<file path="src/hw/rtl/ranged_average_pid_servo_macros.svh">
// ---------------------------------------------------------------------------
// ranged_average_pid_servo_macros.svh
// Assertion helpers shared by the servo controller RTL.
// ---------------------------------------------------------------------------
`ifndef RANGED_AVERAGE_PID_SERVO_MACROS_SVH
`define RANGED_AVERAGE_PID_SERVO_MACROS_SVH

// same-cycle implication, disabled while in reset
`define RAPS_ASSERT_IMPL(label, clk, rst_n, ante, cons) \
    label: assert property (@(posedge clk) disable iff (!rst_n) (ante) |-> (cons)) \
        else $error("servo controller assertion failed");

// next-cycle implication, disabled while in reset
`define RAPS_ASSERT_NEXT(label, clk, rst_n, ante, cons) \
    label: assert property (@(posedge clk) disable iff (!rst_n) (ante) |=> (cons)) \
        else $error("servo controller assertion failed");

`endif

</file>
<file path="src/hw/rtl/raps_pkg.sv">
// ---------------------------------------------------------------------------
// raps_pkg
// Shared types and constants of the ranged average PID servo controller.
// ---------------------------------------------------------------------------
`default_nettype none

package raps_pkg;

    // echo conversion: distance = floor(echo * 256 / 58) in 1/256 cm
    localparam logic [13:0] ECHO_CAP   = 14'd10000;
    localparam int          RAW_W      = 16;
    localparam int          RAW_MAX    = 10000 * 256 / 58;
    // ceil(2^28 / 58); echo * 256 * recip >> 28 == echo * recip >> 20
    localparam logic [22:0] DIST_RECIP = 23'd4628198;
    localparam int          DIST_SHIFT = 20;

    // pid fixed point
    localparam int FRAC_SHIFT = 20;
    localparam int ERR_W      = 15;
    localparam int INTEG_W    = 32;
    localparam int WIDE_W     = 18;
    localparam logic signed [WIDE_W-1:0] ERR_HI = 18'sd16383;
    localparam logic signed [WIDE_W-1:0] ERR_LO = -18'sd16384;

    // configuration port
    localparam int CFG_INDEX_W = 3;
    localparam int CFG_DATA_W  = 19;

    typedef enum logic [CFG_INDEX_W-1:0] {
        REG_SETPOINT = 3'd0,
        REG_KP       = 3'd1,
        REG_KI       = 3'd2,
        REG_KD       = 3'd3,
        REG_BASE     = 3'd4,
        REG_OUT_MAX  = 3'd5,
        REG_OUT_MIN  = 3'd6,
        REG_DLIMIT   = 3'd7
    } reg_index_t;

    typedef struct packed {
        logic        [13:0] setpoint;
        logic signed [18:0] kp;
        logic signed [18:0] ki;
        logic signed [18:0] kd;
        logic        [11:0] base;
        logic        [11:0] omax;
        logic        [11:0] omin;
        logic        [11:0] dlimit;
    } cfg_t;

    localparam cfg_t CFG_RESET = '{
        14'd5120, -19'sd34611, -19'sd229, -19'sd194560,
        12'd1150, 12'd1300, 12'd900, 12'd100
    };

    // load strobes for the pid stages
    typedef struct packed {
        logic upd;
        logic prod_ld;
        logic part_ld;
        logic out_ld;
    } pid_ctl_t;

    // largest distance code for a given range limit in cm
    function automatic int dist_top(input int max_cm);
        int cap;
        cap = max_cm * 256;
        return (cap < RAW_MAX) ? cap : RAW_MAX;
    endfunction

endpackage

`default_nettype wire

</file>
<file path="src/hw/rtl/raps_pid.sv">
// ---------------------------------------------------------------------------
// raps_pid
// Error and integral update, PID products, derivative clamp and pulse clamp.
// ---------------------------------------------------------------------------
`default_nettype none
`include "ranged_average_pid_servo_macros.svh"

module raps_pid #(
    parameter int DIST_W = 14
) (
    input  wire logic              clk,
    input  wire logic              rst_n,
    input  wire raps_pkg::pid_ctl_t ctl,
    input  wire raps_pkg::cfg_t    cfg,
    input  wire logic [DIST_W-1:0] avg,
    output logic      [11:0]       servo_pulse,
    output logic      [13:0]       avg_out
);
    import raps_pkg::*;

    localparam int P_W   = 19 + ERR_W;
    localparam int I_W   = 19 + INTEG_W;
    localparam int D_W   = 19 + ERR_W + 1;
    localparam int DC_W  = 33;
    localparam int PI_W  = I_W + 1;
    localparam int TOT_W = PI_W + 1;
    localparam logic [FRAC_SHIFT-1:0] FRAC_ZERO = '0;

    // error stage
    logic signed [WIDE_W-1:0]  diff;
    logic signed [ERR_W-1:0]   err_next;
    logic signed [INTEG_W:0]   integ_sum;
    logic signed [INTEG_W-1:0] integ_next;
    logic signed [ERR_W:0]     derr_next;
    logic signed [ERR_W-1:0]   err_reg;
    logic signed [INTEG_W-1:0] integ_reg;
    logic signed [ERR_W:0]     derr_reg;
    logic        [13:0]        avg4_reg;

    // product stage
    logic signed [P_W-1:0] p_reg;
    logic signed [I_W-1:0] i_reg;
    logic signed [D_W-1:0] d_reg;
    logic        [13:0]    avg5_reg;

    // partial sum stage
    logic signed [D_W-1:0]  dlim_p;
    logic signed [D_W-1:0]  dlim_n;
    logic signed [D_W-1:0]  dc_full;
    logic signed [PI_W-1:0] pi_next;
    logic signed [PI_W-1:0] pi_reg;
    logic signed [DC_W-1:0] dc_reg;
    logic        [13:0]     avg6_reg;

    // output stage
    logic signed [TOT_W-1:0] total;
    logic signed [TOT_W-1:0] hi;
    logic signed [TOT_W-1:0] lo;
    logic signed [TOT_W-1:0] t_hi;
    logic signed [TOT_W-1:0] t_cl;
    logic        [11:0]      servo_reg;
    logic        [13:0]      avg_out_reg;

    // error, saturated integral, error difference
    always_comb
    begin
        diff = $signed(WIDE_W'(cfg.setpoint)) - $signed(WIDE_W'(avg));
        if (diff > ERR_HI)
        begin
            err_next = ERR_W'(ERR_HI);
        end
        else if (diff < ERR_LO)
        begin
            err_next = ERR_W'(ERR_LO);
        end
        else
        begin
            err_next = diff[ERR_W-1:0];
        end

        integ_sum = $signed({integ_reg[INTEG_W-1], integ_reg})
                  + $signed({{(INTEG_W + 1 - ERR_W){err_next[ERR_W-1]}}, err_next});
        if (integ_sum[INTEG_W] != integ_sum[INTEG_W-1])
        begin
            integ_next = integ_sum[INTEG_W] ? {1'b1, {(INTEG_W-1){1'b0}}}
                                            : {1'b0, {(INTEG_W-1){1'b1}}};
        end
        else
        begin
            integ_next = integ_sum[INTEG_W-1:0];
        end

        derr_next = $signed({err_next[ERR_W-1], err_next})
                  - $signed({err_reg[ERR_W-1], err_reg});
    end

    // integral and previous error live in the error stage registers
    always_ff @(posedge clk or negedge rst_n)
    begin
        if (!rst_n)
        begin
            err_reg   <= '0;
            integ_reg <= '0;
        end
        else if (ctl.upd)
        begin
            err_reg   <= err_next;
            integ_reg <= integ_next;
        end
    end

    always_ff @(posedge clk)
    begin
        if (ctl.upd)
        begin
            derr_reg <= derr_next;
            avg4_reg <= 14'(avg);
        end
    end

    // pid products
    always_ff @(posedge clk)
    begin
        if (ctl.prod_ld)
        begin
            p_reg    <= $signed(cfg.kp) * err_reg;
            i_reg    <= $signed(cfg.ki) * integ_reg;
            d_reg    <= $signed(cfg.kd) * derr_reg;
            avg5_reg <= avg4_reg;
        end
    end

    // derivative clamp and proportional plus integral
    always_comb
    begin
        dlim_p = $signed({{(D_W - 12 - FRAC_SHIFT){1'b0}}, cfg.dlimit, FRAC_ZERO});
        dlim_n = -dlim_p;
        if (d_reg > dlim_p)
        begin
            dc_full = dlim_p;
        end
        else if (d_reg < dlim_n)
        begin
            dc_full = dlim_n;
        end
        else
        begin
            dc_full = d_reg;
        end
        pi_next = $signed({{(PI_W - P_W){p_reg[P_W-1]}}, p_reg})
                + $signed({i_reg[I_W-1], i_reg});
    end

    always_ff @(posedge clk)
    begin
        if (ctl.part_ld)
        begin
            pi_reg   <= pi_next;
            dc_reg   <= dc_full[DC_W-1:0];
            avg6_reg <= avg5_reg;
        end
    end

    // final sum, clamp to max then min
    always_comb
    begin
        total = $signed({{(TOT_W - 12 - FRAC_SHIFT){1'b0}}, cfg.base, FRAC_ZERO})
              + $signed({pi_reg[PI_W-1], pi_reg})
              + $signed({{(TOT_W - DC_W){dc_reg[DC_W-1]}}, dc_reg});
        hi    = $signed({{(TOT_W - 12 - FRAC_SHIFT){1'b0}}, cfg.omax, FRAC_ZERO});
        lo    = $signed({{(TOT_W - 12 - FRAC_SHIFT){1'b0}}, cfg.omin, FRAC_ZERO});
        t_hi  = (total > hi) ? hi : total;
        t_cl  = (t_hi < lo) ? lo : t_hi;
    end

    // result register
    always_ff @(posedge clk)
    begin
        if (ctl.out_ld)
        begin
            servo_reg   <= t_cl[FRAC_SHIFT +: 12];
            avg_out_reg <= avg6_reg;
        end
    end

    assign servo_pulse = servo_reg;
    assign avg_out     = avg_out_reg;

    `RAPS_ASSERT_NEXT(a_pulse_in_bounds, clk, rst_n, ctl.out_ld && (cfg.omin <= cfg.omax), (servo_reg >= cfg.omin) && (servo_reg <= cfg.omax))

endmodule

`default_nettype wire

</file>
<file path="config.mk">
export PLATFORM = sky130hd
export DESIGN_NAME = raps_pid
export DESIGN_NICKNAME = d
export VERILOG_FILES = /design/src/hw/rtl/raps_pkg.sv /design/src/hw/rtl/raps_pid.sv
export VERILOG_INCLUDE_DIRS = /design/src /design/src/hw/rtl
export SDC_FILE = /design/constraint.sdc
export NUM_CORES = 2
export LEC_CHECK = 0
export BUFFER_PORTS_ARGS = -buffer_cell sky130_fd_sc_hd__buf_2
export CORE_ASPECT_RATIO = 1.75
export CORE_UTILIZATION = 46
export CTS_CLUSTER_SIZE = 12
export DETAILED_ROUTE_END_ITERATION = 10
export PLACE_DENSITY_LB_ADDON = 0.25
export SYNTH_ARGS = -nofsm -noshare
export SYNTH_HDL_FRONTEND = slang
export SYNTH_SLANG_ARGS = --single-unit
</file>
<file path="constraint.sdc">
create_clock -name clk -period 8.85 [get_ports clk]
set_input_delay 0.885 -clock clk [delete_from_list [all_inputs] [get_ports clk]]
set_output_delay 0.885 -clock clk [all_outputs]
set_load 0.05 [all_outputs]
</file>
==> metrics.txt <==
Hold WS 0.4087 ns; status finished, final reports clean; EDFF count, synth 289; multi-input logic area 0.04834 sq mm; number of synthesized register bits 336; Setup violations, final 0; asr flop ratio synth 13.99%; layout cells sized above 1 7.621%; Max Cap Viol 0; Crit path largest cell delay 0.41 ns; Worst EP required 9.16 ns; Syn Std Cell Area 0.06397 sq mm; DRC 0; vias in the first global route 51,830; CP most frequent cell a21o_1; CP Class reg2reg; worst relative slew slack 22.32%; die width 283.9 um; pin count of the biggest net entering global routing 82; GRT Util Overall 26.95%; Routed WL per cell 21.28 um; via/cell ratio 5.445; Startpoint Class flop; CP max-delay cell edfxtp_1; Filler cells 13,000; Post-Synthesis Net Count 8,630; Max Slew Vio Count 0; cell taking the most area after synthesis fa_1; area occupied by registers 0.009854 sq mm; total number of vias 47,580; DRT Wirelength 185,900 um; maximum clock insertion buffer count 3; Worst setup EP type flop; Clock transition at path regs 0.07 ns; cts bufs inserted 41; number of H-tree levels 2; Least-Margin Pin Slew 1.161 ns; first-pass GRT wire length 288,600 um; row count 180; max FFs per register 52; CTS tree built; initial antenna violation count 3; critical path fanouts, max 6; worst skew pair latency 0.60 ns; PortBufs 164; Final Hold Viols 0; Synth top area share 37.08%; Die Area 0.1406 sq mm; Detail Route Antenna Nets 0; Synth Warn # 0; First-pass DRT Iterations 5; clock skew 0.04020 ns; Core ar. 0.1378 sq mm; DP HPWL 157,900 um; CTS root buf clkbuf_16; Layout area overhead 8.299%; Worst EP arrival 8.68 ns; gpl congestion 0.9344; Synth Instances 6,735; register area share after synthesis 15.40%; grt ovf 0; fmax 119.6 MHz; ys flop type edfxtp_1; nets@finish 8,779; Yosys cell types 91; Worst Hold Class in2async; Die H 495.3 um; IO Pins 165; Iter 0 DRT Violations 2,501; Sink Count 336; main area contributors after synthesis fa_1, edfxtp_1, ha_1; fin crit share 94.51%; Post-Syn Area per Cell 9.498 sq um; Starting Density 46.41%; fin crit period 8.364 ns
[cells in the final DEF (no fill, tap or decap), types with 161 or more instances in the layout]
cell | netlist | routed
inv_1 | 1327 | 1326
fa_1 | 1185 | 1184
nand2_1 | 931 | 931
ha_1 | 571 | 564
and2_1 | 424 | 424
edfxtp_1 | 289 | 289
a21oi_1 | 269 | 262
buf_4 | 3 | 208
o21ai_0 | 187 | 183
xnor2_1 | 178 | 176
nor2_1 | 176 | 175
buf_2 | 10 | 161
[cell type report]
class / instances / share of cell area, %
antenna: 2 / 0.007224
clock buffer: 53 / 1.591
clock inverter: 21 / 0.3468
inverter: 1328 / 7.195
multi-input combinational: 4802 / 69.77
sequential: 336 / 14.22
tap: 1820 / 3.287
timing repair buffer: 375 / 3.578
[critical path: cells and delay by family, from the launching register on]
kind	cells	cell delay (ns)
mux	2	0.60
simple gates	10	1.46
xor+xnor	1	0.18
compound gates	20	3.66
flops	1	0.41
fa+ha+maj	5	1.24
buf+inv	4	0.53
[metal layers]
layer | vias to the layer above | share of wire, % | global-route usage, %
li1 | 21470 | - | -
met3 | 504 | 4.0 | 2.677
met5 | - | 0.0059 | 0
met2 | 1298 | 54 | 51.81
met4 | 2 | 6.4 | 14.83
met1 | 24310 | 35 | 28.50
[synth_stat cells, drive strengths merged (7+ instances only)]
cell     number
nor3         45
o221ai        9
o31ai        12
inv        1328
xnor2       178
nand2       931
xor2         58
fa         1185
a21oi       271
o22ai        39
o211ai       17
a21o        111
nor3b         9
nand3        51
nor2        176
or3          14
a311oi        7
o21bai       35
nor4         12
ha          571
a211oi       32
dfrtp        47
o21a         48
buf          26
and3         13
or2           9
clkbuf      243
o21ai       192
a2bb2oi      10
nand3b        7
a21boi       23
o311ai        7
edfxtp      289
mux2i        20
a31oi        28
mux2         28
nand4        30
a2111oi      12
nor2b        40
nand2b       69
and2        425
[cells by family after synthesis]
family	count (synthesis)	synth area share (%)
simple gates	1849	13.69
compound gates	912	9.077
xor+xnor	236	3.231
fa+ha+maj	1757	48.27
buf+inv	1597	9.419
mux	48	0.9114
flops	336	15.40
[metrics by stage]
step / instance area [sq um] / std cells / setup slack, ns / setup TNS (ns) / utilization, %
final: 69280 / 8737 / 0.4860 / 0 / 50.26
after global routing: 69280 / 8735 / -0.05008 / -0.4163 / 50.26
after CTS: 68970 / 8729 / 0.08181 / 0 / 50.04
after detailed placement: 67630 / 8655 / -0.2478 / -2.810 / 49.07
after global placement: 67630 / 8655 / -0.3758 / -4.405 / 49.07
after floorplan: 63970 / 6735 / 0.3269 / 0 / -
[final timing paths]
kind / startpoint / endpoint / slack (ns) / depth (start not counted)
setup / recovery: dc_reg[1]$_SDFFCE_PP0P_ / servo_pulse[9]$_DFFE_PP_ / 0.49 / 42
hold / removal: rst_n / integ_reg[31]$_DFFE_PN0P_ / 0.41 / 2
setup reg to reg: dc_reg[1]$_SDFFCE_PP0P_ / servo_pulse[9]$_DFFE_PP_ / 0.49 / 42
hold reg to reg: avg4_reg[0]$_DFFE_PP_ / avg5_reg[0]$_DFFE_PP_ / 0.42 / 0
max in group asynchronous: rst_n / integ_reg[0]$_DFFE_PN0P_ / 7.88 / 2
min in group clk: avg4_reg[0]$_DFFE_PP_ / avg5_reg[0]$_DFFE_PP_ / 0.42 / 0
[repair_timing]
item	in CTS	in global routing
resized for setup	0	51
endpoints found under the setup margin	0	12
hold buffers	0	0
buffers inserted	0	5
Power is left out: the tool's default activity adds up to more than one toggle a clock period on the data nets, which glitch-free logic cannot reach.
