`config.mk`:
```
export PLATFORM = sky130hd
export DESIGN_NAME = raps_range
export DESIGN_NICKNAME = d
export VERILOG_FILES = /design/src/hw/rtl/ranged_average_pid_servo_macros.svh /design/src/hw/rtl/raps_pkg.sv /design/src/hw/rtl/raps_range.sv
export SDC_FILE = /design/constraint.sdc
export NUM_CORES = 1
export LEC_CHECK = 0
export ABC_AREA = 1
export BUFFER_PORTS_ARGS = -buffer_cell sky130_fd_sc_hd__buf_4
export CAP_MARGIN = 10
export CORE_MARGIN = 5
export CORE_UTILIZATION = 45
export CTS_BUF_LIST = sky130_fd_sc_hd__clkbuf_16
export CTS_CLUSTER_DIAMETER = 50
export DETAILED_ROUTE_END_ITERATION = 8
export MAX_ROUTING_LAYER = met4
export PLACE_DENSITY = 0.65
export SLEW_MARGIN = 20
export SYNTH_ARGS = -nofsm -noshare
export SYNTH_HDL_FRONTEND = slang
export SYNTH_SLANG_ARGS = --single-unit
```
`constraint.sdc`:
```
create_clock -name clk -period 12.65 [get_ports clk]
set_input_delay 0.6325 -clock clk [delete_from_list [all_inputs] [get_ports clk]]
set_output_delay 0.6325 -clock clk [all_outputs]
set_load 0.1 [all_outputs]
```
`src/hw/rtl/ranged_average_pid_servo_macros.svh`:
```
// ---------------------------------------------------------------------------
// ranged_average_pid_servo_macros.svh
// Assertion helpers shared by the servo controller RTL.
// ---------------------------------------------------------------------------
`ifndef RANGED_AVERAGE_PID_SERVO_MACROS_SVH
`define RANGED_AVERAGE_PID_SERVO_MACROS_SVH

// same-cycle implication, disabled while in reset
`define RAPS_ASSERT_IMPL(label, clk, rst_n, ante, cons) \
    label: assert property (@(posedge clk) disable iff (!rst_n) (ante) |-> (cons)) \
        else $error("servo controller assertion failed");

// next-cycle implication, disabled while in reset
`define RAPS_ASSERT_NEXT(label, clk, rst_n, ante, cons) \
    label: assert property (@(posedge clk) disable iff (!rst_n) (ante) |=> (cons)) \
        else $error("servo controller assertion failed");

`endif

```
`src/hw/rtl/raps_pkg.sv`:
```
// ---------------------------------------------------------------------------
// raps_pkg
// Shared types and constants of the ranged average PID servo controller.
// ---------------------------------------------------------------------------
`default_nettype none

package raps_pkg;

    // echo conversion: distance = floor(echo * 256 / 58) in 1/256 cm
    localparam logic [13:0] ECHO_CAP   = 14'd10000;
    localparam int          RAW_W      = 16;
    localparam int          RAW_MAX    = 10000 * 256 / 58;
    // ceil(2^28 / 58); echo * 256 * recip >> 28 == echo * recip >> 20
    localparam logic [22:0] DIST_RECIP = 23'd4628198;
    localparam int          DIST_SHIFT = 20;

    // pid fixed point
    localparam int FRAC_SHIFT = 20;
    localparam int ERR_W      = 15;
    localparam int INTEG_W    = 32;
    localparam int WIDE_W     = 18;
    localparam logic signed [WIDE_W-1:0] ERR_HI = 18'sd16383;
    localparam logic signed [WIDE_W-1:0] ERR_LO = -18'sd16384;

    // configuration port
    localparam int CFG_INDEX_W = 3;
    localparam int CFG_DATA_W  = 19;

    typedef enum logic [CFG_INDEX_W-1:0] {
        REG_SETPOINT = 3'd0,
        REG_KP       = 3'd1,
        REG_KI       = 3'd2,
        REG_KD       = 3'd3,
        REG_BASE     = 3'd4,
        REG_OUT_MAX  = 3'd5,
        REG_OUT_MIN  = 3'd6,
        REG_DLIMIT   = 3'd7
    } reg_index_t;

    typedef struct packed {
        logic        [13:0] setpoint;
        logic signed [18:0] kp;
        logic signed [18:0] ki;
        logic signed [18:0] kd;
        logic        [11:0] base;
        logic        [11:0] omax;
        logic        [11:0] omin;
        logic        [11:0] dlimit;
    } cfg_t;

    localparam cfg_t CFG_RESET = '{
        14'd5120, -19'sd34611, -19'sd229, -19'sd194560,
        12'd1150, 12'd1300, 12'd900, 12'd100
    };

    // load strobes for the pid stages
    typedef struct packed {
        logic upd;
        logic prod_ld;
        logic part_ld;
        logic out_ld;
    } pid_ctl_t;

    // largest distance code for a given range limit in cm
    function automatic int dist_top(input int max_cm);
        int cap;
        cap = max_cm * 256;
        return (cap < RAW_MAX) ? cap : RAW_MAX;
    endfunction

endpackage

`default_nettype wire

```
`src/hw/rtl/raps_range.sv`:
```
// ---------------------------------------------------------------------------
// raps_range
// Echo input register and echo time to distance conversion stage.
// ---------------------------------------------------------------------------
`default_nettype none

module raps_range #(
    parameter int MAX_DISTANCE_CM = 38,
    parameter int DIST_W          = 14
) (
    input  wire logic              clk,
    input  wire logic              ld_echo,
    input  wire logic              ld_dist,
    input  wire logic [13:0]       echo,
    output logic      [DIST_W-1:0] dist_code
);
    import raps_pkg::*;

    localparam int DIST_TOP = dist_top(MAX_DISTANCE_CM);
    localparam int PROD_W   = 14 + 23;

    logic [13:0]       echo_reg;
    logic [13:0]       echo_c;
    logic [PROD_W-1:0] prod;
    logic [RAW_W-1:0]  raw;
    logic [DIST_W-1:0] dist_next;
    logic [DIST_W-1:0] dist_reg;

    // input register
    always_ff @(posedge clk)
    begin
        if (ld_echo)
        begin
            echo_reg <= echo;
        end
    end

    // cap echo, divide by 58 through reciprocal, clamp to range
    always_comb
    begin
        echo_c = (echo_reg > ECHO_CAP) ? ECHO_CAP : echo_reg;
        prod   = PROD_W'(echo_c) * PROD_W'(DIST_RECIP);
        raw    = prod[DIST_SHIFT +: RAW_W];
        if (raw > RAW_W'(DIST_TOP))
        begin
            dist_next = DIST_W'(DIST_TOP);
        end
        else
        begin
            dist_next = DIST_W'(raw);
        end
    end

    // distance register
    always_ff @(posedge clk)
    begin
        if (ld_dist)
        begin
            dist_reg <= dist_next;
        end
    end

    assign dist_code = dist_reg;

endmodule

`default_nettype wire

```
==> results.cfg, run 1 <==
[status]
status = finished, final reports clean

[global_routing]
grt_use_total_pct = 20.97
grt_pass1_vias = 5712
grt_overflow = 0
grt_pass1_wl_um = 29360
grt_max_degree = 15
antenna_found_initial = 0

[setup_path]
cp_max_fo = 13
path_common_cell = inv_1
slowest_stage = fa_1
arrival_ns = 7.51
startpoint = echo_reg[0]
worst_setup_path_end_kind = register
setup.worst_path.class = reg2reg
cp_data_required_time_ns = 12.67
critPathLaunchType = register
r2r_start = echo_reg[0]
slowest_delay_ns = 0.53

[route]
postRouteAntennaNets = 0
routed_via_density = 4.922
drc = 0
first_pass_iters = 4
drt_iter0_drc = 476
num_vias = 5439
wl_um = 17880
post_drt_wl_per_cell_um = 16.18

[clock_network]
path_clk_slew_ns = 0.07
post_cts_buffers = 0
cts-root-buf = clkbuf_16
cts_made_buffers = 3
cts_hold_buf = 0
cts_sinks = 28
cts_tree = done
clk_latency_ns = 0.27
ctsHtreeMaxLevel = 1
clk_path_buf_depth = 2
cts_resized = 0

[synth]
ys_seq_elements = 28
async_flop_share_pct = 0
synth.area.top_cells = fa_1, ha_1, edfxtp_1
synth_area_leader_cell = fa_1
synthMostInstantiatedCell = inv_1
synth_area_um2 = 7196
yosysSeqAreaShare_pct = 11.68
yosys-top-cells-count = inv_1, ha_1, nand2_1
synthFlopType = edfxtp_1
synth.distinct_cells = 41
yosys.area.top_type_share_pct = 26.71
synth-edff-count = 28
syn_area_per_cell_um2 = 8.377
synth-warning-count = 0
syn_inst = 859

[cells_and_area]
n_fill_cell = 1539
drive_above_1_share_pct = 9.561
final_nets = 1136
areaGrowthSynthToFinish_pct = 7.668
stdcell_area_um2 = 7747
insertedDiodeCount = 0

[sta]
timing.final.crit_share_pct = 59.24
finalSetupViolations = 0
slew_violations = 0
layout_min_cycle_time_ns = 7.493
finClkSkew_ns = 0.005655
tightest_slew_ns = 0.5650
fin_ws_ns = 5.157
rsz0062_at_grt = no
slew_headroom_pct = 62.19
fmax_mhz = 133.5
hold_violations = 0
tns_ns = 0

[placed_design]
portBuffers = 30
globalplace.congestion = 1.060
postPlaceCellArea_um2 = 7672
dp_slack_ns = 5.234
dp_hpwl_um = 16150

[floorplan]
fp.dieW_um = 136.5
die_h_um = 136.5
die-area_um2 = 18620
initial_utilization_pct = 45.63
core.rowCount = 46
pin_count = 31
core_um2 = 15770

[job]
cap_violations = 0

[worst_hold_path]
hold_path.class = in2reg
min_from = echo[7]
-- through the flow --
stage | utilization (%) | instances | hold WS (ns)
2_1_floorplan | - | 860 | 0.7314
3_3_place_gp | 48.65 | 1102 | 0.8104
3_5_place_dp | 48.65 | 1102 | 0.8118
4_1_cts | 49.13 | 1105 | 0.5344
5_1_grt | 49.13 | 1105 | 0.5265
6_report | 49.13 | 1105 | 0.5357
-- per-layer routing --
metal / wire length, um / vias to the layer above / track usage [%]
met1: 8401 / 2573 / 28.32
met5: 0 / - / -
met2: 8502 / 96 / 34.20
li1: - / 2746 / -
met4: 338 / 0 / 2.968
met3: 641 / 24 / 3.442
-- final cells by class --
class                      instances  area, um2  area share, %
timing repair buffer              33      247.7          3.198
inverter                         222      835.8          10.79
clock buffer                       3      75.07         0.9690
tap                              216      270.3          3.488
multi-input combinational        603       5478          70.70
sequential                        28      840.8          10.85
-- cells in the final DEF (no fill, tap or decap), types with 2 or more instances in the layout --
master and instances:
nand3b_1 6, a21o_1 11, o21ai_0 15, ha_1 132
a21oi_2 10, o21bai_1 4, nand3_1 34, nand3_2 5
nand4_1 4, xnor2_1 2, conb_1 3, a31oi_1 12
inv_2 3, a21oi_1 23, o21ai_1 2, fa_1 96
nor2_1 66, xor2_1 4, nor2_2 7, inv_1 218
edfxtp_1 28, nor3_1 11, or2_2 6, nand2_1 120
buf_4 33, clkbuf_16 3, o21a_1 5, a21boi_0 3
nand2_2 12
-- logic make-up after synthesis --
family,synth area share [%]
xor+xnor,0.7303
fa+ha+maj,49.66
simple gates,17.81
buf+inv,12.24
flops,11.68
other cells,0.1044
compound gates,7.773
-- worst max-delay path, delay by kind of cell, from the launching register on --
kind | cells | cell delay (ns)
AND/OR/NAND/NOR | 21 | 2.79
buffers and inverters | 9 | 0.63
adder cells (fa/ha/maj) | 7 | 3.33
flip-flops | 1 | 0.48
-- worst paths after layout --
check            endpoint  slack, ns  depth (start not counted)
max          dist_code[9]       5.16                         37
min           echo_reg[7]       0.54                          1
max reg2reg  dist_code[9]       5.16                         37
min reg2reg  dist_code[2]       1.19                          6
Power of run 1 is left out: the tool's default activity adds up to more than one toggle a clock period on the data nets, which glitch-free logic cannot reach.
==> run 2, diff against run 1 <==
--- a/config.mk
+++ b/config.mk
@@ -14,7 +14,7 @@
 export CTS_CLUSTER_DIAMETER = 50
 export DETAILED_ROUTE_END_ITERATION = 8
 export MAX_ROUTING_LAYER = met4
-export PLACE_DENSITY = 0.65
+export PLACE_DENSITY = 0.68
 export SLEW_MARGIN = 20
 export SYNTH_ARGS = -nofsm -noshare
 export SYNTH_HDL_FRONTEND = slang
==> constraint.sdc (replaced) <==
create_clock -name clk -period 6.4 [get_ports clk]
set_input_delay 0.32 -clock clk [delete_from_list [all_inputs] [get_ports clk]]
set_output_delay 0.32 -clock clk [all_outputs]
set_load 0.1 [all_outputs]
==> results.cfg, run 2 (synthesis gave the netlist of run 1 again) <==
[status]
status = finished, violations left
violations = setup timing

[global_routing]
grt_pass1_vias = 6415
grt_overflow = 0
antenna_found_initial = 0
grt_max_degree = 15
grt_use_total_pct = 22.74
grt_pass1_wl_um = 31950

[worst_hold_path]
holdPathStages = 1
hold_path.class = in2reg
min_to = echo_reg[8]
min_from = echo[8]

[placed_design]
postPlaceCellArea_um2 = 8641
dpl.cell_count = 1221
globalplace.congestion = 0.9635
dp_hpwl_um = 16830
portBuffers = 30

[route]
post_drt_wl_per_cell_um = 15.96
first_pass_iters = 5
wl_um = 20000
num_vias = 6268
drc = 0
routed_via_density = 5.002
postRouteAntennaNets = 0
drt_iter0_drc = 397

[sta]
finalSetupViolations = 14
finClkSkew_ns = 0.004684
fin_ws_ns = -0.1060
slew_violations = 0
fmax_mhz = 153.7
slew_headroom_pct = 63.51
layout_min_cycle_time_ns = 6.506
hold_violations = 0
rsz0062_at_grt = yes
tightest_slew_ns = 0.5335
hold_ws_ns = 0.2272
tns_ns = -1.270
timing.final.crit_share_pct = 101.7

[setup_path]
r2r-end = dist_code[1]
path_common_cell = nand2_1
slowest_stage = fa_2
rrSetupSlack_ns = -0.11
arrival_ns = 6.53
r2r_cells = 33
r2r_start = echo_reg[11]
critPathLaunchType = register
cp_max_fo = 8
setup.worst_path.class = reg2reg
slowest_delay_ns = 0.60
cp_data_required_time_ns = 6.43
startpoint = echo_reg[11]
worst_setup_path_end_kind = register

[clock_network]
clk_latency_ns = 0.27
cts_hold_buf = 0
cts-root-buf = clkbuf_16
clk_path_buf_depth = 2
cts_tree = done
cts_made_buffers = 3
cts_sinks = 28
path_clk_slew_ns = 0.07
ctsHtreeMaxLevel = 1

[floorplan]
die-area_um2 = 18620
core.rowCount = 46
die_h_um = 136.5
initial_utilization_pct = 45.63
fp.dieW_um = 136.5
core_um2 = 15770
pin_count = 31

[cells_and_area]
final_nets = 1284
areaGrowthSynthToFinish_pct = 34.05
insertedDiodeCount = 0
stdcell_area_um2 = 9646
final_cells = 1253
drive_above_1_share_pct = 35.29
final_cell_mix = inv_1, buf_4, ha_1, nand2_1, fa_1
mostFrequentLayoutCell = inv_1

[job]
cap_violations = 0
## run 2: cell types whose count changed in the layout (fill, tap and decap cells not counted), moves of 14 or more
| cell | change |
|---|---|
| nand2_2 | +14 |
| nor2_2 | +14 |
| inv_1 | -27 |
| ha_4 | +21 |
| inv_2 | +25 |
| nor2_1 | -23 |
| buf_4 | +139 |
| ha_1 | -22 |
| nand2_1 | -20 |
## run 2: per-layer routing
layer	vias to the layer above	part of all wire (%)	wire length, um	track usage, %
li1	3053	-	-	-
met3	31	5.1	1030	3.035
met1	3032	44	8728	29.43
met2	152	49	9833	38.61
met4	0	2.0	410	4.255
met5	-	0	0	-
## run 2: worst max path at each step
| stage | end | slack, ns | cells past startpoint |
|---|---|---|---|
| 5_1_grt | dist_code[6] | -0.44 | 35 |
| 6_report | dist_code[1] | -0.11 | 33 |
| 3_5_place_dp | dist_code[1] | -0.40 | 29 |
| 3_3_place_gp | dist_code[5] | -0.31 | 31 |
| 4_1_cts | dist_code[6] | -0.06 | 34 |
| 2_1_floorplan | dist_code[6] | 0.007 | 37 |
## run 2: repair_timing
| action | in CTS | in global routing |
|---|---|---|
| gates resized for setup | 114 | 58 |
| cloned | 0 | 0 |
| pin swaps | 76 | 35 |
| endpoints found under the setup margin | 14 | 14 |
| buffers inserted | 19 | 10 |
## run 2: stage by stage
| stage | util (%) | setup WS (ns) |
|---|---|---|
| floorplan | - | 0.006521 |
| global placement | 54.79 | -0.3108 |
| detailed placement | 54.79 | -0.4037 |
| CTS | 59.50 | -0.05815 |
| global route | 61.16 | -0.4384 |
| finish | 61.16 | -0.1060 |
## run 2: final cells by class
class	count	area (um2)
Clock buffer	3	75.07
Inverter	222	849.6
Multi-Input combinational cell	603	6200
Fill cell	1347	6125
Tap cell	216	270.3
Sequential cell	28	840.8
Timing Repair Buffer	181	1410
## run 2: worst max-delay path, delay by kind of cell, from the launching register on
kind	cells	cell delay, ns
AND/OR/NAND/NOR	18	2.02
flip-flops	1	0.41
adder cells (fa/ha/maj)	7	3.16
buffers and inverters	7	0.61
AO/OA/AOI/OAI	1	0.05
Power of run 2 is left out for the same reason.
