$ cat config.mk
export PLATFORM = sky130hd
export DESIGN_NAME = raps_ring
export DESIGN_NICKNAME = d
export VERILOG_FILES = /design/src/hw/rtl/raps_pkg.sv /design/src/hw/rtl/raps_ring.sv
export VERILOG_INCLUDE_DIRS = /design/src /design/src/hw/rtl
export SDC_FILE = /design/constraint.sdc
export NUM_CORES = 1
export LEC_CHECK = 0
export ABC_AREA = 1
export BUFFER_PORTS_ARGS = -buffer_cell sky130_fd_sc_hd__buf_2
export CORE_MARGIN = 3
export CORE_UTILIZATION = 60
export DETAILED_ROUTE_END_ITERATION = 16
export PLACE_DENSITY = 0.77
export SYNTH_ARGS = -nofsm -noshare
export SYNTH_HDL_FRONTEND = slang
export SYNTH_SLANG_ARGS = --single-unit
$ cat constraint.sdc
create_clock -name clk -period 9.6 [get_ports clk]
set_input_delay 1.92 -clock clk [delete_from_list [all_inputs] [get_ports clk]]
set_output_delay 1.92 -clock clk [all_outputs]
set_load 0.1 [all_outputs]
$ cat src/hw/rtl/ranged_average_pid_servo_macros.svh
// ---------------------------------------------------------------------------
// ranged_average_pid_servo_macros.svh
// Assertion helpers shared by the servo controller RTL.
// ---------------------------------------------------------------------------
`ifndef RANGED_AVERAGE_PID_SERVO_MACROS_SVH
`define RANGED_AVERAGE_PID_SERVO_MACROS_SVH

// same-cycle implication, disabled while in reset
`define RAPS_ASSERT_IMPL(label, clk, rst_n, ante, cons) \
    label: assert property (@(posedge clk) disable iff (!rst_n) (ante) |-> (cons)) \
        else $error("servo controller assertion failed");

// next-cycle implication, disabled while in reset
`define RAPS_ASSERT_NEXT(label, clk, rst_n, ante, cons) \
    label: assert property (@(posedge clk) disable iff (!rst_n) (ante) |=> (cons)) \
        else $error("servo controller assertion failed");

`endif

$ cat src/hw/rtl/raps_pkg.sv
// ---------------------------------------------------------------------------
// raps_pkg
// Shared types and constants of the ranged average PID servo controller.
// ---------------------------------------------------------------------------
`default_nettype none

package raps_pkg;

    // echo conversion: distance = floor(echo * 256 / 58) in 1/256 cm
    localparam logic [13:0] ECHO_CAP   = 14'd10000;
    localparam int          RAW_W      = 16;
    localparam int          RAW_MAX    = 10000 * 256 / 58;
    // ceil(2^28 / 58); echo * 256 * recip >> 28 == echo * recip >> 20
    localparam logic [22:0] DIST_RECIP = 23'd4628198;
    localparam int          DIST_SHIFT = 20;

    // pid fixed point
    localparam int FRAC_SHIFT = 20;
    localparam int ERR_W      = 15;
    localparam int INTEG_W    = 32;
    localparam int WIDE_W     = 18;
    localparam logic signed [WIDE_W-1:0] ERR_HI = 18'sd16383;
    localparam logic signed [WIDE_W-1:0] ERR_LO = -18'sd16384;

    // configuration port
    localparam int CFG_INDEX_W = 3;
    localparam int CFG_DATA_W  = 19;

    typedef enum logic [CFG_INDEX_W-1:0] {
        REG_SETPOINT = 3'd0,
        REG_KP       = 3'd1,
        REG_KI       = 3'd2,
        REG_KD       = 3'd3,
        REG_BASE     = 3'd4,
        REG_OUT_MAX  = 3'd5,
        REG_OUT_MIN  = 3'd6,
        REG_DLIMIT   = 3'd7
    } reg_index_t;

    typedef struct packed {
        logic        [13:0] setpoint;
        logic signed [18:0] kp;
        logic signed [18:0] ki;
        logic signed [18:0] kd;
        logic        [11:0] base;
        logic        [11:0] omax;
        logic        [11:0] omin;
        logic        [11:0] dlimit;
    } cfg_t;

    localparam cfg_t CFG_RESET = '{
        14'd5120, -19'sd34611, -19'sd229, -19'sd194560,
        12'd1150, 12'd1300, 12'd900, 12'd100
    };

    // load strobes for the pid stages
    typedef struct packed {
        logic upd;
        logic prod_ld;
        logic part_ld;
        logic out_ld;
    } pid_ctl_t;

    // largest distance code for a given range limit in cm
    function automatic int dist_top(input int max_cm);
        int cap;
        cap = max_cm * 256;
        return (cap < RAW_MAX) ? cap : RAW_MAX;
    endfunction

endpackage

`default_nettype wire

$ cat src/hw/rtl/raps_ring.sv
// ---------------------------------------------------------------------------
// raps_ring
// Sample ring with running sum and divide-by-window average stage.
// ---------------------------------------------------------------------------
`default_nettype none
`include "ranged_average_pid_servo_macros.svh"

module raps_ring #(
    parameter int WINDOW_SIZE     = 5,
    parameter int MAX_DISTANCE_CM = 38,
    parameter int DIST_W          = 14
) (
    input  wire logic              clk,
    input  wire logic              rst_n,
    input  wire logic              push,
    input  wire logic              ld_avg,
    input  wire logic [DIST_W-1:0] dist_code,
    output logic      [DIST_W-1:0] avg
);
    import raps_pkg::*;

    localparam int    DIST_TOP = dist_top(MAX_DISTANCE_CM);
    localparam int    POS_W    = (WINDOW_SIZE > 1) ? $clog2(WINDOW_SIZE) : 1;
    localparam int    SUM_W    = $clog2(WINDOW_SIZE * DIST_TOP + 1);
    localparam int    AVG_L    = $clog2(WINDOW_SIZE);
    localparam int    AVG_S    = SUM_W + AVG_L;
    localparam int    PROD_W   = 2 * SUM_W + 1;
    // exact reciprocal: floor(sum * m / 2^AVG_S) == floor(sum / window)
    localparam longint AVG_M_L =
        ((64'sd1 <<< AVG_S) + longint'(WINDOW_SIZE) - 64'sd1) / longint'(WINDOW_SIZE);
    localparam logic [63:0] AVG_M_V = 64'(AVG_M_L);
    localparam logic [SUM_W:0] AVG_M = AVG_M_V[SUM_W:0];

    logic [DIST_W-1:0] ring_reg [WINDOW_SIZE];
    logic [POS_W-1:0]  pos_reg;
    logic [POS_W-1:0]  pos_next;
    logic [SUM_W-1:0]  sum_reg;
    logic [SUM_W-1:0]  sum_next;
    logic [PROD_W-1:0] prod;
    logic [DIST_W-1:0] avg_reg;

    // running sum: drop the overwritten sample, add the new one
    always_comb
    begin
        sum_next = sum_reg - SUM_W'(ring_reg[pos_reg]) + SUM_W'(dist_code);
        if (pos_reg == POS_W'(WINDOW_SIZE - 1))
        begin
            pos_next = '0;
        end
        else
        begin
            pos_next = pos_reg + 1'b1;
        end
    end

    // ring state, cleared at reset
    always_ff @(posedge clk or negedge rst_n)
    begin
        if (!rst_n)
        begin
            for (int i = 0; i < WINDOW_SIZE; i++)
            begin
                ring_reg[i] <= '0;
            end
            pos_reg <= '0;
            sum_reg <= '0;
        end
        else if (push)
        begin
            ring_reg[pos_reg] <= dist_code;
            pos_reg           <= pos_next;
            sum_reg           <= sum_next;
        end
    end

    // average by reciprocal multiply
    assign prod = PROD_W'(sum_reg) * PROD_W'(AVG_M);

    always_ff @(posedge clk)
    begin
        if (ld_avg)
        begin
            avg_reg <= prod[AVG_S +: DIST_W];
        end
    end

    assign avg = avg_reg;

    `RAPS_ASSERT_IMPL(a_pos_in_window, clk, rst_n, 1'b1, pos_reg <= POS_W'(WINDOW_SIZE - 1))

endmodule

`default_nettype wire

==> out/metrics.cfg, run 1 <==
[critical_path]
critical_path_required_ns=9.73
cp-start-kind=flip-flop
endpoint_kind=flip-flop
crit_fanout=8
critPathKind=reg -> reg
r2r_cells=20
r2r_start=sum_reg[4]
path_common_cell=inv_1
crit_start=sum_reg[4]
timing.rr.end=avg[12]
r2r_slack_ns=4.43
critical_path_arrival_ns=5.30
cpPeakStageDelay_ns=0.55
cp_slowest_cell=fa_1
cp_cell_sequence=ha_1, xor2_1, ha_1, fa_1, inv_1, fa_1, inv_1, fa_1, inv_1, fa_1, inv_1, ha_1, a21oi_1, o21ai_1, inv_1, nand2_1, a21oi_1, nand2_1, nand2_1, nand2_1

[placement]
place_ws_ns=4.45
hpwlAfterDp_um=20700
post-place-cells=1545
port_buffers=31
gp_congestion=0.946

[sta]
fin_skew_ns=0.0106
min_period_ns=5.17
finalHoldViolations=0
finalCritPeriodShare_pct=53.9
slew_viol_final=0
rsz0062_at_grt=false
setup_tns_ns=0
setup_slack_ns=4.43
tightest_slew_ns=1.12
slew_headroom_pct=25.2
fmax_mhz=193
final-setup-viol-count=0

[clocking]
cts_root_buf=clkbuf_16
h-tree-depth=3
clockBufferDepth=2
clk_latency_ns=0.36
cts_hold_buf=0
cts.sinks=103
ctsResizeCount=0
cts_buffers=9
cts_tree=yes
cts_setup_buffers=0
clk_pin_slew_worst_paths_ns=0.08

[synth]
synthArstFlopShare_pct=86.4
synth-edff-count=14
ys_ff_latch=103
syn_inst=1309
ys_warn_count=0
ys_types=45
netlist_area_um2=10900
seq_area_frac_synth_pct=24.3
syn_nets=1569
syn_avg_cell_area_um2=8.33
ys.flop_type=dfrtp_1

[detailed_routing]
post-route-drc-count=0
dr.pass1.iters=5
dr_total_vias=8455
drt_iter0_markers=537
ant_nets=0
drt-total-wl_um=25100
avgRoutedWirePerCell_um=16.1
via_per_inst=5.42

[global_route]
grt_pass1_vias=8729
grt_usage_pct=27.3
grt.overflow.total=0
grt_pass1_wl_um=43000
antenna_found_initial=0
grt_max_degree=90

[flow_run]
drv_cap=0

[floorplanning]
pin_count=32
dieArea_um2=19800
rows=48
core_um2=17500
start_util_pct=62.2
die_y_um=141
die_width_um=141

[cells_and_area]
syn2layout_area_growth_pct=5.36
layoutNonFillerInstCount=1561
nets=1591
drive_gt1_share_pct=10.3
largest_reg_flops=70
antennaDiodeCount=0

[worst_hold_path]
holdPathStages=2
min_path_type=reg -> reg
hp-start=ring_reg[20]
hold_end=ring_reg[20]

[status]
status=finished, final reports clean

-- worst max-delay path by stage --
| stage | endpoint | slack [ns] |
|---|---|---|
| after floorplan | avg[10] | 4.79 |
| after global placement | avg[10] | 4.57 |
| after detailed placement | avg[10] | 4.45 |
| after CTS | avg[12] | 4.45 |
| after global routing | avg[12] | 4.09 |
| final | avg[12] | 4.43 |
-- area by class of cell --
class | count | area [um^2]
inverter | 298 | 1120
timing repair buffer | 32 | 165
sequential | 103 | 2650
clock inverter | 6 | 62.6
clock buffer | 10 | 229
multi-input combinational | 887 | 6980
tap | 225 | 282
fill | 1529 | 6050
-- synth_stat cells, types with 3 or more instances --
master     count  share of area (%)
edfxtp_1      14                3.9
nand2_1      297                 10
fa_1          93                 17
o2111ai_1     11               0.88
o2111ai_2      3               0.41
o21bai_1       4               0.28
a21oi_1       46                2.1
buf_4          4               0.28
nand2_2       12               0.69
a21o_1         3               0.21
buf_2          6               0.28
buf_6          7               0.72
nand4_1       10               0.57
nand3_1       35                1.6
nor2_1        51                1.8
buf_1          3               0.10
inv_1        285                9.8
o21ai_1       51                2.3
nor2_2         8               0.46
dfrtp_1       89                 20
nand2_4        4               0.41
ha_1         149                 17
inv_2          9               0.31
nand3b_1       6               0.41
nor2_4         4               0.41
o21ai_0       28                1.3
xnor2_1        5               0.40
xor2_1         8               0.64
o21ai_2       42                3.4
-- cell families (layout without fill, tap and decap cells) --
kind of cell	count (synthesis)	after routing	synth area share, %
flip-flops	103	103	24.3
buffers and inverters	319	346	11.7
adder cells (fa/ha/maj)	242	242	34.2
XOR/XNOR	13	13	1.04
AND/OR/NAND/NOR	440	440	17.6
AO/OA/AOI/OAI	192	192	11.1
-- per-layer routing --
metal	vias up	global-route usage, %	part of all wire, %
li1	4164	-	-
met1	4077	36.8	44
met2	181	46.4	49
met3	33	4.41	5.1
met4	0	6.99	1.8
met5	-	0	0
-- stage by stage --
stage | util (%) | hold slack (ns) | instance area (um^2)
floorplan | - | 0.450 | 10900
global placement | 63.8 | 0.460 | 11200
detailed placement | 63.8 | 0.465 | 11200
CTS | 65.5 | 0.484 | 11500
global route | 65.5 | 0.495 | 11500
finish | 65.5 | 0.483 | 11500
-- layout by cell type (no fill, tap or decap), types with 2 or more instances in the layout --
cell type  Yosys  layout
a21o_1         3       3
a21oi_1       46      46
buf_2          6      30
buf_4          4       2
clkbuf_16      0       9
clkinv_1       2       2
clkinv_4       0       2
dfrtp_1       89      89
edfxtp_1      14      14
fa_1          93      93
ha_1         149     149
inv_1        285     285
inv_2          9       9
inv_4          2       2
inv_6          0       2
nand2_1      297     297
nand2_2       12      12
nand2_4        4       4
nand3_1       35      35
nand3_2        2       2
nand3b_1       6       6
nand4_1       10      10
nor2_1        51      51
nor2_2         8       8
nor2_4         4       4
nor3_1         2       2
nor3_2         2       2
o2111ai_1     11      11
o2111ai_2      3       3
o21ai_0       28      28
o21ai_1       51      51
o21ai_2       42      42
o21bai_1       4       4
o22ai_1        2       2
xnor2_1        5       5
xor2_1         8       8
-- worst max-delay path: cells and delay by family, from the launching register on --
kind	cells	cell delay, ns
simple gates	4	0.25
compound gates	3	0.49
buf+inv	5	0.29
xor+xnor	1	0.17
fa+ha+maj	7	3.24
flops	1	0.50
Power of run 1 is not shown: default switching activity piles up to over one toggle a cycle in this logic, so the estimate is an artifact.
==> run 2: changes to the inputs <==
Clock period 9.6 ns to 5.3 ns, I/O delays scaled along.
==> run 2 against run 1 <==
Clock skew fell by 0.0014 ns. First-iteration DRC count shrank 12%. Clock-buffer cell count down 1. Die area unchanged. Hold slack better by 0.0019 ns. Fmax is 3.1% higher. Non-clock buffer count increased by 5. Critical path depth down 3. Final cell count increased by 0.32%. Global-route usage decreased by 0.17 points. Register-to-register slack got worse by 4.1 ns.
==> out/metrics.cfg, run 2 (synthesis results as in run 1) <==
[clocking]
h-tree-depth=3
clockBufferDepth=2
cts_hold_buf=0
clk_latency_ns=0.36
cts.sinks=103
clk_pin_slew_worst_paths_ns=0.08
cts_root_buf=clkbuf_16
cts_tree=yes
cts_buffers=9

[cells_and_area]
syn2layout_area_growth_pct=5.90
drive_gt1_share_pct=11.0
final_common_cell=nand2_1
largest_reg_flops=70
antennaDiodeCount=0
final_cell_mix=nand2_1 (297), inv_1 (285), ha_1 (147)
fin_util_pct=65.8
nets=1596
fill_cells=1542

[worst_hold_path]
min_path_type=reg -> reg

[sta]
hold-worst-slack_ns=0.485
finalHoldViolations=0
fin_skew_ns=0.00925
final-setup-viol-count=0
slew_headroom_pct=27.0
min_period_ns=5.02
setup_tns_ns=0
rsz0062_at_grt=false
fmax_mhz=199
slew_viol_final=0
setup_slack_ns=0.283
finalCritPeriodShare_pct=94.7
tightest_slew_ns=1.09

[floorplanning]
die_width_um=141
start_util_pct=62.2
dieArea_um2=19800
core_um2=17500
rows=48
die_y_um=141
pin_count=32

[placement]
port_buffers=31
gp_congestion=0.982
hpwlAfterDp_um=20600
place_ws_ns=0.202

[status]
status=finished, final reports clean

[detailed_routing]
post-route-drc-count=0
ant_nets=0
dr.pass1.iters=7
dr_total_vias=8507
avgRoutedWirePerCell_um=16.1
drt_iter0_markers=472
drt-total-wl_um=25300
via_per_inst=5.43

[global_route]
grt_pass1_wl_um=42700
grt_max_degree=90
grt_pass1_vias=8566
grt_usage_pct=27.1
antenna_found_initial=0
grt.overflow.total=0

[critical_path]
critical_path_required_ns=5.43
critPathKind=reg -> reg
critical_path_arrival_ns=5.14
cp-start-kind=flip-flop
crit_fanout=6
endpoint_kind=flip-flop

[flow_run]
drv_cap=0

==> run 2: path summary, 6_finish.rpt <==
path | start | to | slack [ns] | cells past startpoint
setup / recovery | sum_reg[3] | avg[12] | 0.28 | 17
hold / removal | ring_reg[16] | ring_reg[16] | 0.49 | 2
setup reg to reg | sum_reg[3] | avg[12] | 0.28 | 17
hold reg to reg | ring_reg[16] | ring_reg[16] | 0.49 | 2
max in group asynchronous | rst_n | ring_reg[41] | 3.70 | 1
min in group asynchronous | rst_n | ring_reg[60] | 0.90 | 1
==> run 2: through the flow <==
stage	cell area (um^2)	instances
floorplan	10900	1309
global placement	11200	1550
detailed placement	11200	1550
CTS	11500	1566
global route	11500	1566
finish	11500	1566
==> run 2: final cells by class <==
type                       count  area, um^2  share of cell area [%]
timing repair buffer          37         203                    1.76
multi-input combinational    887        6990                    60.5
tap                          225         282                    2.44
inverter                     298        1120                    9.73
sequential                   103        2650                    22.9
clock buffer                   9         225                    1.95
clock inverter                 7        75.1                   0.650
==> run 2: metal layers <==
layer,share of wire [%],vias up,routed length [um],GRT usage [%]
li1,-,4178,-,-
met1,45,4084,11300,36.8
met2,48,200,12100,45.4
met3,5.1,45,1290,4.68
met4,2.1,0,519,7.55
met5,0,-,0,0
==> run 2: timing repair <==
item | in CTS | in global routing
setup endpoints to repair | 0 | 4
buffers inserted | 0 | 0
resized for setup | 0 | 4
==> run 2: critical path, stage by stage, from the launching register on <==
cell and delay [ns]:
dfrtp_1 0.48, ha_1 0.39, inv_1 0.08, fa_1 0.51
inv_1 0.06, fa_1 0.50, fa_1 0.52, fa_1 0.53
fa_1 0.51, ha_1 0.37, a21oi_1 0.23, o21ai_0 0.15
nand2_1 0.08, nand2_1 0.06, a21oi_1 0.16, nand2_1 0.07
nand2_1 0.06, nand2_1 0.04
Power of run 2 is left out for the same reason.
==> run 3: changes to the inputs <==
Settings changed: CORE_MARGIN 3 to 1.5.
==> run 3 against run 2 <==
Clock skew barely moved. Via count fell by 1.0%. Register-to-register slack got worse by 0.03 ns. Core utilization fell by 1.2 points. Global-route usage rose by 1.4 points. Final area rose by 0.26%. Flip-flop and latch count did not move. Clock-buffer cell count rose by 1. Critical path depth did not move. Hold slack got worse by 0.0025 ns. Wire length fell by 0.38%.
==> out/metrics.cfg, run 3 (synthesis results as in run 1) <==
[status]
status=finished, final reports clean

[global_route]
antenna_found_initial=0
grt.overflow.total=0
grt_max_degree=54
grt_usage_pct=28.5
grt_pass1_vias=8398
grt_pass1_wl_um=41400

[flow_run]
drv_cap=0

[sta]
slew_viol_final=0
tightest_slew_ns=0.659
hold-worst-slack_ns=0.483
fin_skew_ns=0.00927
setup_tns_ns=0
rsz0062_at_grt=false
fmax_mhz=198
min_period_ns=5.05
final-setup-viol-count=0
finalCritPeriodShare_pct=95.2
finalHoldViolations=0
slew_headroom_pct=56.1

[detailed_routing]
dr_wl_met3_um=985
dr.pass1.iters=5
highest_layer=met4
via_per_inst=5.36
avgRoutedWirePerCell_um=16.0
ant_nets=0
drt-total-wl_um=25200
route.met2.wl_um=12600
drt_iter0_markers=443
drt-met1-wl_um=10700
dr_total_vias=8422
post-route-drc-count=0

[critical_path]
cp-endpoint=avg[13]
crit_start=sum_reg[7]
critical_path_arrival_ns=5.17
r2r_cells=17
endpoint_kind=flip-flop
critPathKind=reg -> reg
r2r_start=sum_reg[7]
r2r_slack_ns=0.25
crit_fanout=6
timing.rr.end=avg[13]
cp-start-kind=flip-flop
critical_path_required_ns=5.42

[placement]
hpwlAfterDp_um=20700
port_buffers=31
gp_congestion=0.948

[clocking]
clk_latency_ns=0.36
cts_root_buf=clkbuf_16
cts_buffers=9
cts.sinks=103
clockBufferDepth=2
clk_pin_slew_worst_paths_ns=0.08
cts_tree=yes
h-tree-depth=3
cts_hold_buf=0

[floorplanning]
core_um2=17900
die_y_um=138
pin_count=32
start_util_pct=60.9
die_width_um=138
rows=49
dieArea_um2=19000

[cells_and_area]
syn2layout_area_growth_pct=6.18
final_common_cell=nand2_1
nets=1597
drive_gt1_share_pct=11.3
final_cell_mix=nand2_1 (297), inv_1 (285), ha_1 (147)
fill_cells=1565
largest_reg_flops=70
antennaDiodeCount=0

[worst_hold_path]
min_path_type=reg -> reg

[run 3: worst max-delay path, cell delays in order (launching register included)]
cell	delay (ns)
dfrtp_1	0.49
ha_1	0.36
inv_1	0.09
fa_1	0.54
inv_1	0.05
fa_1	0.51
fa_1	0.51
fa_1	0.51
fa_1	0.49
ha_1	0.38
a21oi_1	0.22
o21ai_1	0.13
nand2_1	0.08
nand2_1	0.07
a21oi_1	0.18
nand2_1	0.08
nand2_1	0.06
nand2_1	0.05
[run 3: metal layers]
layer	vias to the layer above	track usage, %
li1	4159	-
met1	3993	36.0
met2	211	49.9
met3	59	3.02
met4	0	11.7
met5	-	0
[run 3: how the worst min path moves through the flow]
stage	start	endpoint	slack (ns)	cells past startpoint
after CTS	ring_reg[17]	ring_reg[17]	0.48	2
after floorplan	ring_reg[14]	ring_reg[14]	0.45	2
after global routing	ring_reg[7]	ring_reg[7]	0.50	2
final	ring_reg[17]	ring_reg[17]	0.48	2
after global placement	ring_reg[14]	ring_reg[14]	0.46	2
after detailed placement	ring_reg[17]	ring_reg[17]	0.46	2
[run 3: layout make-up]
class / count / area [um^2] / share of cell area (%)
inverters: 298 / 1120 / 9.71
multi-input cells: 887 / 7010 / 60.5
clock inverters: 6 / 67.6 / 0.584
well taps: 229 / 287 / 2.48
repair buffers: 38 / 210 / 1.82
clock buffers: 10 / 229 / 1.98
flip-flops and latches: 103 / 2650 / 22.9
[run 3: through the flow]
step / utilization, % / instance area [um^2] / std cells / setup slack, ns
6_report: 64.7 / 11600 / 1571 / 0.253
5_1_grt: 64.7 / 11600 / 1571 / 0.00140
4_1_cts: 64.5 / 11500 / 1571 / 0.169
3_5_place_dp: 62.8 / 11200 / 1555 / 0.231
3_3_place_gp: 62.8 / 11200 / 1555 / 0.325
2_1_floorplan: - / 10900 / 1309 / 0.493
[run 3: what timing repair did]
item | in CTS | in global routing
gates resized for setup | 0 | 9
setup buffers | 0 | 0
setup endpoints to repair | 0 | 7
Power of run 3 is left out for the same reason.
